### src/sv/fdf_pkg.sv
// ----------------------------------------------------------------------------
// fdf_pkg
// Shared types and constants of the fractional delay filter.
// ----------------------------------------------------------------------------
package fdf_pkg;

	localparam int NCOEF  = 6;
	localparam int QBITS  = 14;
	localparam int SMP_W  = 16;
	localparam int COEF_W = 20;
	localparam int ORD_W  = 3;
	localparam int IDX_W  = 3;
	localparam int MUL_W  = COEF_W + SMP_W;
	localparam int PROD_W = MUL_W + 2;
	localparam int ACC_W  = PROD_W + 3;

	localparam logic signed [COEF_W-1:0] UNITY = COEF_W'(1 << QBITS);

	typedef enum logic [IDX_W-1:0] {
		REG_MODE  = 3'd0,
		REG_ORDER = 3'd1,
		REG_COEF0 = 3'd2,
		REG_COEF1 = 3'd3,
		REG_COEF2 = 3'd4,
		REG_COEF3 = 3'd5,
		REG_COEF4 = 3'd6,
		REG_COEF5 = 3'd7
	} cfg_reg_t;

	typedef enum logic {
		MODE_LAGRANGE = 1'b0,
		MODE_THIRAN   = 1'b1
	} filter_mode_t;

	typedef logic signed [SMP_W-1:0]  sample_t;
	typedef logic signed [COEF_W-1:0] coef_t;
	typedef logic signed [MUL_W-1:0]  mul_t;
	typedef logic signed [PROD_W-1:0] prod_t;
	typedef logic signed [ACC_W-1:0]  acc_t;

	typedef struct packed {
		logic accept;
		logic y_push;
		logic s1_full;
	} cell_ctl_t;

endpackage

### src/sv/fdf_cell.sv
// ----------------------------------------------------------------------------
// fdf_cell
// One tap: holds one input and one output history sample, shifts the input
// sample and forms the tap's product term when an item is accepted, and shifts the output sample when an item moves on.
// ----------------------------------------------------------------------------
module fdf_cell (
	input  logic                clk,
	input  logic                arst_n,
	input  fdf_pkg::cell_ctl_t  ctl,
	input  fdf_pkg::sample_t    x_in,
	input  fdf_pkg::sample_t    y_in,
	input  fdf_pkg::sample_t    y_near,
	input  fdf_pkg::coef_t      kx,
	input  fdf_pkg::coef_t      ky,
	output fdf_pkg::sample_t    x_q,
	output fdf_pkg::sample_t    y_q,
	output fdf_pkg::prod_t      prod_s1
);

	fdf_pkg::sample_t                    y_fut;
	logic signed [fdf_pkg::SMP_W:0]      y_neg;
	fdf_pkg::mul_t                       px;
	logic signed [fdf_pkg::MUL_W:0]      py;

	// output history as it will stand once the item ahead has been computed
	always_comb begin
		y_fut = ctl.s1_full ? y_near : y_q;
		y_neg = -((fdf_pkg::SMP_W + 1)'(y_fut));
		px    = kx * x_q;
		py    = ky * y_neg;
	end

	always_ff @(posedge clk or negedge arst_n) begin
		if (!arst_n) begin
			x_q <= '0;
			y_q <= '0;
		end else begin
			if (ctl.accept) x_q <= x_in;
			if (ctl.y_push) y_q <= y_in;
		end
	end

	always_ff @(posedge clk) begin
		if (ctl.accept) prod_s1 <= fdf_pkg::PROD_W'(px) + fdf_pkg::PROD_W'(py);
	end

endmodule

### config.mk
export PLATFORM = sky130hd
export DESIGN_NAME = fdf_cell
export DESIGN_NICKNAME = d
export VERILOG_FILES = /design/src/sv/fdf_pkg.sv /design/src/sv/fdf_cell.sv
export SDC_FILE = /design/constraint.sdc
export NUM_CORES = 2
export LEC_CHECK = 0
export BUFFER_PORTS_ARGS = -buffer_cell sky130_fd_sc_hd__buf_2
export CAP_MARGIN = 5
export CORE_ASPECT_RATIO = 0.6
export CORE_MARGIN = 3
export CORE_UTILIZATION = 60
export CTS_CLUSTER_SIZE = 14
export DETAILED_ROUTE_END_ITERATION = 8
export PLACE_DENSITY_LB_ADDON = 0.15
export SLEW_MARGIN = 40
export SYNTH_ARGS = -nofsm -noshare
export SYNTH_HDL_FRONTEND = slang
export SYNTH_SLANG_ARGS = --single-unit
### constraint.sdc
create_clock -name clk -period 9.5 [get_ports clk]
set_clock_uncertainty 0.05 [all_clocks]
set_input_delay 1.425 -clock clk [delete_from_list [all_inputs] [get_ports clk]]
set_output_delay 1.425 -clock clk [all_outputs]
set_load 0.05 [all_outputs]
# == After elaboration in Yosys (flattened, before gate mapping) ==
# Cells that the tools add are included.
# totals
inputBits,93
wordCells,8
register_bits,70
output_inout_bits,70
# classes
mux,1
n_mul,2
addsub,2
# op_table
cell,count
$add A36 B37 Y38,1
$mul A20 B17 Y37,1
$mul A20 B16 Y36,1
$neg A16 Y17,1
$mux W16,1

# == Longest topological paths before layout ==
# logic_depth
ltp_word,4
ltp_mapped,39
depth_no_buf,32

# == Worst setup path after synthesis ==
# OpenSTA, ideal clock, no wires.
# synth_path
kind,input port to flip-flop
from,input port ctl[0] (netlist name)
to,"register prod_s1[36], data pin"
setup_time_ns,0.134
n_path_buf,7
arrival_time_ns,10.142
setup_slack_ns,-0.827
required_ns,9.316
path_stages,37
path_cell_list,buf_6 > buf_2 > buf_2 > buf_4 > buf_2 > mux2_2 > clkbuf_1 > inv_1 > ha_1 > o21ai_1 > or2_4 > nor3_1 > xor2_1 > clkbuf_1 > nand2_1 > fa_1 > inv_1 > fa_1 > fa_1 > fa_1 > inv_1 > fa_1 > inv_1 > fa_1 > inv_1 > fa_1 > inv_1 > fa_1 > ha_1 > and3_1 > a221oi_1 > o21ai_0 > a41o_1 > a211oi_2 > nor4_1 > or3_1 > nand3_1
# synth_between
elab_chain_len,4
# synth_rtl
element,line,source
"start, declared",fdf_cell.sv:9,"input fdf_pkg::cell_ctl_t ctl,"
$mux W16,fdf_cell.sv:27,y_fut = ctl.s1_full ? y_near : y_q;
$neg A16 Y17,fdf_cell.sv:28,y_neg = -((fdf_pkg::SMP_W + 1)'(y_fut));
$mul A20 B17 Y37,fdf_cell.sv:30,py = ky * y_neg;
$add A36 B37 Y38,fdf_cell.sv:44,if (ctl.accept) prod_s1 <= fdf_pkg::PROD_W'(px) + fdf_pkg::PROD_W'(py);
"end signal, assigned",fdf_cell.sv:44,
"end, declared",fdf_cell.sv:17,output fdf_pkg::prod_t prod_s1
# Every way passes these cells.
# A chain may end at the register's enable or synchronous reset.

# == Worst setup path in the final report ==
# layout_path
from,input port ctl[0] (netlist name)
to,"register prod_s1[35], data pin"
# The elaborated chain is that of the path after synthesis.

==> results.json <==
{
  "fin_cells": 3522,
  "async_reset_ff_share_pct": 45.71,
  "layout_min_cycle_time_ns": 9.370,
  "ys_ff_latch": 70,
  "wl_per_cell_um": 21.37,
  "syn_to_final_growth_pct": 10.05,
  "outcome": "complete, no violations",
  "clk_path_buf_depth": 2,
  "worstMarginPinSlew_ns": 0.7304,
  "drive_gt1_share_pct": 13.80,
  "nets": 3926,
  "drcViolationCount": 0,
  "hp-class": "register to register",
  "numPlacedInstances": 3492,
  "start_util_pct": 61.62,
  "synth_edf_count": 38,
  "die_h_um": 170.5,
  "grt_pass1_wl_mm": 121.3,
  "cts.sinks": 70,
  "max-slew-margin-rel_pct": 51.25,
  "yosysWarnings": 0,
  "mostFrequentLayoutCells": "fa_1, inv_1, nand2_1",
  "crit_type": "input pin to register",
  "die_area_um2": 47780,
  "antenna_found_initial": 0,
  "path_buf_inv": 7,
  "synthFlopType": "edfxtp_1",
  "die_x_um": 280.2,
  "slew_viol_final": 0,
  "critPathMaxFanout": 5,
  "holdBufCountCts": 0,
  "dpl.hpwl_mm": 62.94,
  "yosysSeqAreaShare_pct": 7.175,
  "ys_types": 58,
  "setup_viol": 0,
  "coreArea_um2": 43920,
  "post-place-ws_ns": -0.1542,
  "via_per_inst": 5.499,
  "cpMaxStageDelayCell": "fa_2",
  "critPathCaptureType": "register",
  "num_rows": 59,
  "hold_viol": 0,
  "grt_max_degree": 55,
  "drt-initial-drc-count": 2228,
  "final_common_cell": "fa_1",
  "grt_usage_pct": 33.66,
  "synth_area_leaders": "fa_1, inv_1, ha_1",
  "fmax_ghz": 0.1067,
  "syn_inst": 2754,
  "io_pins": 163,
  "maxCapViolations": 0,
  "insertion_delay_ns": 0.39,
  "place_congestion": 0.9792,
  "worst_slack_ns": 0.1301,
  "grt_pass1_vias": 21236,
  "critPathArrivalTime_ns": 9.45,
  "ant_nets": 0,
  "cp-start-kind": "input pin",
  "synth_top_area_share_pct": 54.59,
  "netlist_area_um2": 27070,
  "cts_max_level": 3,
  "root_buffer": "clkbuf_16",
  "yosysTopAreaCell": "fa_1",
  "avgSynthCellArea_um2": 9.828,
  "numPortBuffers": 162,
  "crit_family": "adder cells",
  "critPathMaxStageDelay_ns": 0.61,
  "wirelength_mm": 75.25,
  "vias": 19369,
  "clk_pin_slew_ns": 0.07,
  "period_share_pct": 98.63,
  "cts_buffers": 9,
  "num_antenna_cells": 0,
  "grt-ovfl-total": 0,
  "tritoncts": "built",
  "synth_nets": 3742,
  "cp.required_ns": 9.58,
  "crit_top_cell": "fa_1",
  "dr.pass1.iters": 6
}
-- worst paths after layout --
| kind | start | slack, ns | cells after the start | end |
|---|---|---|---|---|
| min in group asynchronous | arst_n | 0.98 | 1 | x_q[15] |
| max in group asynchronous | arst_n | 8.00 | 1 | x_q[6] |
| worst min-delay path | y_q[0] | 0.56 | 1 | y_q[0] |
| worst min register to register | y_q[0] | 0.56 | 1 | y_q[0] |
| worst max register to register | y_q[0] | 0.95 | 31 | prod_s1[35] |
| worst max-delay path | ctl[0] | 0.13 | 32 | prod_s1[35] |
-- per-stage QoR --
| stage | TNS, ns | utilization, % | instance area, um2 | hold WS, ns |
|---|---|---|---|---|
| after floorplan | 0 | - | 27240 | 0.8493 |
| after global placement | -0.1118 | 66.48 | 29200 | 0.5292 |
| after detailed placement | -1.297 | 66.50 | 29210 | 0.5348 |
| after CTS | 0 | 67.16 | 29500 | 0.5575 |
| after global routing | -0.2423 | 67.82 | 29790 | 0.5816 |
| final | 0 | 67.82 | 29790 | 0.5602 |
-- logic make-up after synthesis --
family | Yosys count | synth area share (%)
AND/OR/NAND/NOR | 750 | 12.93
adder cells (fa/ha/maj) | 895 | 61.84
flip-flops | 70 | 7.175
buffers and inverters | 822 | 11.54
multiplexers | 49 | 2.011
XOR/XNOR | 62 | 2.006
AO/OA/AOI/OAI | 106 | 2.496
-- Yosys cell counts (all sizes together), types with 3 or more instances --
library cell,number
and3,5
nand2,445
inv,700
clkbuf,106
or2,7
and2,195
buf,16
dfrtp,32
a31oi,7
nor2b,16
fa,738
o21bai,4
xor2,18
o31ai,3
nor4,3
a211oi,3
nor2,37
a21oi,39
a21o,10
nand3,4
xnor2,44
o21ai,20
o211ai,4
ha,157
mux2,33
mux2i,16
nand2b,10
edfxtp,38
nor3b,4
o21a,4
nor3,20
-- worst register-to-register path, delay by kind of cell, from the launching register on --
kind                       cells  cell delay, ns
xor gates and xnor gates       1            0.12
buffers and inverters          6            0.67
DFF                            1            0.42
adders and majority gates     10            4.59
AOI/OAI and AO/OA              7            0.99
and+or+nand+nor                6            1.18
muxes                          1            0.30
-- registers in the layout, indices dropped and copies added, names as in the netlist --
name     count
prod_s1     38
x_q         16
y_q         16
-- routing by layer --
layer	GRT usage [%]	routed length, um
met1	53.23	33220
met2	44.07	29300
met3	13.86	11760
met4	5.014	973
met5	0	0
-- layout make-up --
type                            instances  area [um2]
Inverter                              700        2628
Clock buffer                            9       225.2
Fill cell                            3380       14140
Timing Repair Buffer                  294        1953
Multi-Input combinational cell       1863       22240
Sequential cell                        70        1954
Tap cell                              579       724.4
Clock inverter                          7       62.56
-- what timing repair did --
action / CTS / global route
buffers inserted: 0 / 9
endpoints found under the hold margin: 0 / 0
endpoints found under the setup margin: 0 / 12
resized for setup: 0 / 34
Power is not shown: default switching activity piles up to over one toggle a cycle in this logic, so the estimate is an artifact.
