## config.mk

```make
export PLATFORM = sky130hd
export DESIGN_NAME = fdf_sum
export DESIGN_NICKNAME = d
export VERILOG_FILES = /design/src/sv/fdf_pkg.sv /design/src/sv/fdf_sum.sv
export SDC_FILE = /design/constraint.sdc
export NUM_CORES = 1
export LEC_CHECK = 0
export ABC_CLOCK_PERIOD_IN_PS = 16600
export BUFFER_PORTS_ARGS = -buffer_cell sky130_fd_sc_hd__clkbuf_2
export CORE_ASPECT_RATIO = 1.2
export CORE_MARGIN = 2
export CORE_UTILIZATION = 50
export DETAILED_ROUTE_END_ITERATION = 8
export GPL_TIMING_DRIVEN = 1
export PLACE_DENSITY_LB_ADDON = 0.3
export SKIP_LAST_GASP = 1
export SLEW_MARGIN = 10
export SYNTH_ARGS = -nofsm -noshare
export SYNTH_HDL_FRONTEND = slang
export SYNTH_SLANG_ARGS = --single-unit
```

## constraint.sdc

```tcl
create_clock -name vclk -period 16.6
set_input_delay 1.66 -clock vclk [all_inputs]
set_output_delay 1.66 -clock vclk [all_outputs]
set_load 0.03 [all_outputs]
```

## src/sv/fdf_pkg.sv

```systemverilog
// ----------------------------------------------------------------------------
// fdf_pkg
// Shared types and constants of the fractional delay filter.
// ----------------------------------------------------------------------------
package fdf_pkg;

	localparam int NCOEF  = 6;
	localparam int QBITS  = 14;
	localparam int SMP_W  = 16;
	localparam int COEF_W = 20;
	localparam int ORD_W  = 3;
	localparam int IDX_W  = 3;
	localparam int MUL_W  = COEF_W + SMP_W;
	localparam int PROD_W = MUL_W + 2;
	localparam int ACC_W  = PROD_W + 3;

	localparam logic signed [COEF_W-1:0] UNITY = COEF_W'(1 << QBITS);

	typedef enum logic [IDX_W-1:0] {
		REG_MODE  = 3'd0,
		REG_ORDER = 3'd1,
		REG_COEF0 = 3'd2,
		REG_COEF1 = 3'd3,
		REG_COEF2 = 3'd4,
		REG_COEF3 = 3'd5,
		REG_COEF4 = 3'd6,
		REG_COEF5 = 3'd7
	} cfg_reg_t;

	typedef enum logic {
		MODE_LAGRANGE = 1'b0,
		MODE_THIRAN   = 1'b1
	} filter_mode_t;

	typedef logic signed [SMP_W-1:0]  sample_t;
	typedef logic signed [COEF_W-1:0] coef_t;
	typedef logic signed [MUL_W-1:0]  mul_t;
	typedef logic signed [PROD_W-1:0] prod_t;
	typedef logic signed [ACC_W-1:0]  acc_t;

	typedef struct packed {
		logic accept;
		logic y_push;
		logic s1_full;
	} cell_ctl_t;

endpackage

```

## src/sv/fdf_sum.sv

```systemverilog
// ----------------------------------------------------------------------------
// fdf_sum
// Adds the tap terms, subtracts the feedback term of the latest output, rounds half
// up at Q.14 and saturates to 16 bits.
// ----------------------------------------------------------------------------
module fdf_sum #(
	parameter int NTAP = 5
) (
	input  fdf_pkg::prod_t   prod_s1 [NTAP],
	input  fdf_pkg::mul_t    p0_s1,
	input  fdf_pkg::coef_t   c1,
	input  fdf_pkg::sample_t y_last,
	output fdf_pkg::sample_t y_new
);

	localparam int Q_W = fdf_pkg::ACC_W - fdf_pkg::QBITS;

	fdf_pkg::acc_t         acc;
	fdf_pkg::acc_t         rnd;
	fdf_pkg::mul_t         pfb;
	logic signed [Q_W-1:0] q;

	always_comb begin
		pfb = c1 * y_last;
		acc = fdf_pkg::ACC_W'(p0_s1) - fdf_pkg::ACC_W'(pfb);
		for (int j = 0; j < NTAP; j++) acc = acc + fdf_pkg::ACC_W'(prod_s1[j]);
		rnd = acc + fdf_pkg::ACC_W'(1 << (fdf_pkg::QBITS - 1));
		q   = Q_W'(rnd >>> fdf_pkg::QBITS);
		if (q > Q_W'(32767))       y_new = 16'sh7FFF;
		else if (q < Q_W'(-32768)) y_new = 16'sh8000;
		else                       y_new = fdf_pkg::SMP_W'(q);
	end

endmodule

```

-- Word level (Yosys, flattened, before mapping)
Cells that the tools add are included.
- word-level logic and storage cells: 12
- bits in registers: 0
- ROM bits: 0
- output and inout bits: 16
- memories: 0
- bits in latches: 0
- input bits: 262
- bits in writable memories: 0
- add/subtract/negate cells: 7
- $lt $le $gt $ge: 2
- bitwise gates (word level): 0
- shift operators: 0
- equality and inequality tests: 0
- reductions and logical operators: 0
- $mul: 1
- muxes and demuxes: 2
- divide/modulo/power cells: 0
- operators by type and width (kind ; number):
    $add A41 B38 Y41 ; 2
    $add A40 B38 Y41 ; 1
    $add A41 B15 Y41 const B ; 1
    $add A39 B38 Y40 ; 1
    $add A37 B38 Y39 ; 1
    $sub A36 B36 Y37 ; 1
    $mul A20 B16 Y36 ; 1
    $mux W16 ; 2
    $gt A27 B16 Y1 const B ; 1
    $lt A27 B16 Y1 const B ; 1

-- Logic depth before layout (Yosys ltp)
- word-level depth: 11
- depth in mapped cells: 29
- gate-level depth less buffers: 27

-- Worst setup path after synthesis
OpenSTA, ideal clock, no wires.
- path type: in2out
- start point: input c1[19]
- end point: output y_new[14]
- arrival time: 9077 ps
- cell stages on the path: 27
- setup slack: 5863 ps
- buffers on the path: 3
- path through: clkbuf_1 > nand2_1 > inv_1 > fa_1 > fa_1 > fa_1 > fa_1 > inv_1 > fa_1 > fa_1 > inv_1 > fa_1 > inv_1 > ha_1 > clkbuf_1 > a21o_1 > a21o_1 > a21oi_1 > inv_1 > o31ai_2 > a21o_1 > and3_1 > inv_1 > a41oi_2 > buf_6 > nor2_1 > nor2_1
- longest elaborated chain between the ends: 11
- elaborated cells between the ends (all ways): 12
- RTL lines (element ; line ; RTL):
    start: declaration ; fdf_sum.sv:11 ; input fdf_pkg::coef_t c1,
    $mul A20 B16 Y36 * ; fdf_sum.sv:24 ; pfb = c1 * y_last;
    $sub A36 B36 Y37 * ; fdf_sum.sv:25 ; acc = fdf_pkg::ACC_W'(p0_s1) - fdf_pkg::ACC_W'(pfb);
    $add A37 B38 Y39 * ; fdf_sum.sv:26 ; for (int j = 0; j < NTAP; j++) acc = acc + fdf_pkg::ACC_W'(prod_s1[j]);
    $add A39 B38 Y40 * ; fdf_sum.sv:26 ;
    $add A40 B38 Y41 * ; fdf_sum.sv:26 ;
    $add A41 B38 Y41 * (2 in a row) ; fdf_sum.sv:26 ;
    $add A41 B15 Y41 * ; fdf_sum.sv:27 ; rnd = acc + fdf_pkg::ACC_W'(1 << (fdf_pkg::QBITS - 1));
    $lt A27 B16 Y1 ; fdf_sum.sv:30 ; else if (q < Q_W'(-32768)) y_new = 16'sh8000;
    $mux W16 ; fdf_sum.sv:30 ;
    $mux W16 * ; fdf_sum.sv:29 ; if (q > Q_W'(32767)) y_new = 16'sh7FFF;
    end: declaration ; fdf_sum.sv:13 ; output fdf_pkg::sample_t y_new
Every way passes the cells marked *; elsewhere a longest branch is shown, timed or not.

-- Worst setup path in the final report
- start point: input y_last[0]
- end point: output y_new[2]
- longest elaborated chain between the ends: 11
- elaborated cells between the ends (all ways): 12
- RTL lines (element ; line ; RTL):
    start: declaration ; fdf_sum.sv:12 ; input fdf_pkg::sample_t y_last,
    $mul A20 B16 Y36 * ; fdf_sum.sv:24 ;
    $sub A36 B36 Y37 * ; fdf_sum.sv:25 ;
    $add A37 B38 Y39 * ; fdf_sum.sv:26 ;
    $add A39 B38 Y40 * ; fdf_sum.sv:26 ;
    $add A40 B38 Y41 * ; fdf_sum.sv:26 ;
    $add A41 B38 Y41 * (2 in a row) ; fdf_sum.sv:26 ;
    $add A41 B15 Y41 * ; fdf_sum.sv:27 ;
    $lt A27 B16 Y1 ; fdf_sum.sv:30 ;
    $mux W16 ; fdf_sum.sv:30 ;
    $mux W16 * ; fdf_sum.sv:29 ;
Marked as above.

==> out/metrics.yaml <==
status: "finished clean"
multi_input_comb_area_sq_um: 16900
crit_fanout: 20
setup_viol: 0
ios: 278
yosysTopAreaCell: "fa_1"
die_width_um: 185
finalMaxSlewViolations: 0
yosysSeqAreaShare: 0
start_util: 0.507
vias: 14400
rsz0062_at_grt: "no"
synthCells: 2083
rows: 79
place_hpwl_um: 45900
wl_um: 50200
finalHoldViolations: 0
drtIter0Drc: 603
yosysMostFrequentCell: "inv_1"
synth_top_area_frac: 0.585
wl_per_cell_um: 17.8
min_period_over_period: 0.729
fillers: 3575
nFlopsAndLatches: 0
io_buffers: 278
area_growth_pct: 8.96
clock_buffers: 0
ys_top_cells_by_count: "668 x inv_1, 575 x fa_1, 199 x nand2_1"
layout.nets: 3277
drive_above_1_share: 0.136
synth_area_per_cell_sq_um: 9.45
fin_setup_tns_ps: 0
overflow: 0
antenna_left: 0
max-cap-violations: 0
criticalPathCategory: "in -> out"
die_y_um: 221
maxSlewHeadroom: 0.182
dieArea_sq_um: 41000
postCtsSetupBuffers: 0
yosysWarnings: 0
worstMarginPinSlew_ps: 1200
antenna_found_initial: 0
coreArea_sq_um: 38800
synth_area_sq_um: 19700
critPathLaunchType: "input port"
diodes: 0
grt_max_degree: 22
via_per_inst: 5.10
hold_end: "y_new[15]"
area.sequential_sq_um: 0
worstSetupEndpointType: "output port"
cts.repair.resized: 0
drt_pass1_iterations: 5
syn_nets: 3062
place_congestion: 0.968
crit_required_ps: 14940
grt_pass1_vias: 16100
synth_area_leaders: "fa_1 58%, inv_1 13%, ha_1 9.0%"
grt_pass1_wl_um: 80900
ys_types: 69
drc: 0
hold_path_depth: 10
min_period_ps: 12100
cp.arrival_ps: 10440
postCtsHoldBufs: 0
hold_start: "prod_s1[189]"
globalRouteTotalUtil: 0.257
clock.fmax_mhz: 82.7
min_path_type: "in -> out"
[logic make-up (layout without fill, tap and decap cells)]
family / after synthesis / count (layout) / synth area share
adder cells (fa/ha/maj): 717 / 717 / 0.675
buffers and inverters: 733 / 946 / 0.142
AND/OR/NAND/NOR: 464 / 464 / 0.118
AO/OA/AOI/OAI: 136 / 136 / 0.0499
XOR/XNOR: 33 / 33 / 0.0147
[routing by layer]
layer | vias up | share of wire | GRT usage | routed length (um)
met4 | 0 | 0.057 | 0.117 | 2860
met2 | 479 | 0.56 | 0.496 | 28100
met1 | 7434 | 0.34 | 0.289 | 17300
met5 | - | 0 | 0 | 0
li1 | 6358 | - | - | -
met3 | 129 | 0.041 | 0.00889 | 2040
[worst max-delay path, cell delays in order]
cell	delay [ps]
clkbuf_2	390
nand2_1	290
inv_1	810
fa_1	590
fa_1	490
fa_1	500
inv_1	60
fa_1	500
fa_1	540
fa_1	500
inv_1	50
fa_1	470
inv_1	40
ha_1	400
nand2_1	180
nor4_1	390
nand2_1	170
a211oi_1	560
o21ai_0	220
xnor2_1	180
a2111oi_2	380
a41oi_2	510
nor2_1	260
nor2_1	50
clkbuf_2	210
[per-stage QoR]
| stage | cells | worst slack [ps] | instance area [sq um] | hold WS (ps) | util |
|---|---|---|---|---|---|
| floorplan | 2083 | 5860 | 19700 | 4300 | - |
| finish | 2822 | 4500 | 21400 | 4740 | 0.552 |
| CTS | 2822 | 4490 | 21400 | 4740 | 0.552 |
| global placement | 2822 | 4660 | 21400 | 4720 | 0.552 |
| global route | 2822 | 3990 | 21400 | 4860 | 0.552 |
| detailed placement | 2822 | 4540 | 21400 | 4740 | 0.552 |
[cells in the final DEF, fill, tap and decap left out, drive strengths merged, types with 9 or more instances in the layout]
| master | Yosys | routed |
|---|---|---|
| xor2 | 9 | 9 |
| fa | 575 | 575 |
| nor2b | 18 | 18 |
| nor2 | 55 | 55 |
| xnor2 | 24 | 24 |
| clkbuf | 55 | 278 |
| and2 | 140 | 140 |
| a21oi | 47 | 47 |
| inv | 668 | 668 |
| nand4 | 9 | 9 |
| a21o | 9 | 9 |
| nand3 | 10 | 10 |
| ha | 142 | 142 |
| o21ai | 25 | 25 |
| nand2 | 199 | 199 |
[worst max-delay path by stage]
stage,cells after the start,to,start,slack (ps)
global route,25,y_new[0],y_last[0],3990
floorplan,27,y_new[14],c1[19],5860
detailed placement,25,y_new[2],y_last[0],4540
CTS,25,y_new[2],y_last[0],4490
global placement,25,y_new[3],y_last[0],4660
finish,25,y_new[2],y_last[0],4500
[final cells by class]
cell class                      count  area share
Multi-Input combinational cell   1350       0.788
Inverter                          668       0.117
Timing Repair Buffer              278      0.0649
Tap cell                          526      0.0307
Power is left out: the tool's default activity adds up to more than one toggle a clock period on the data nets, which glitch-free logic cannot reach.
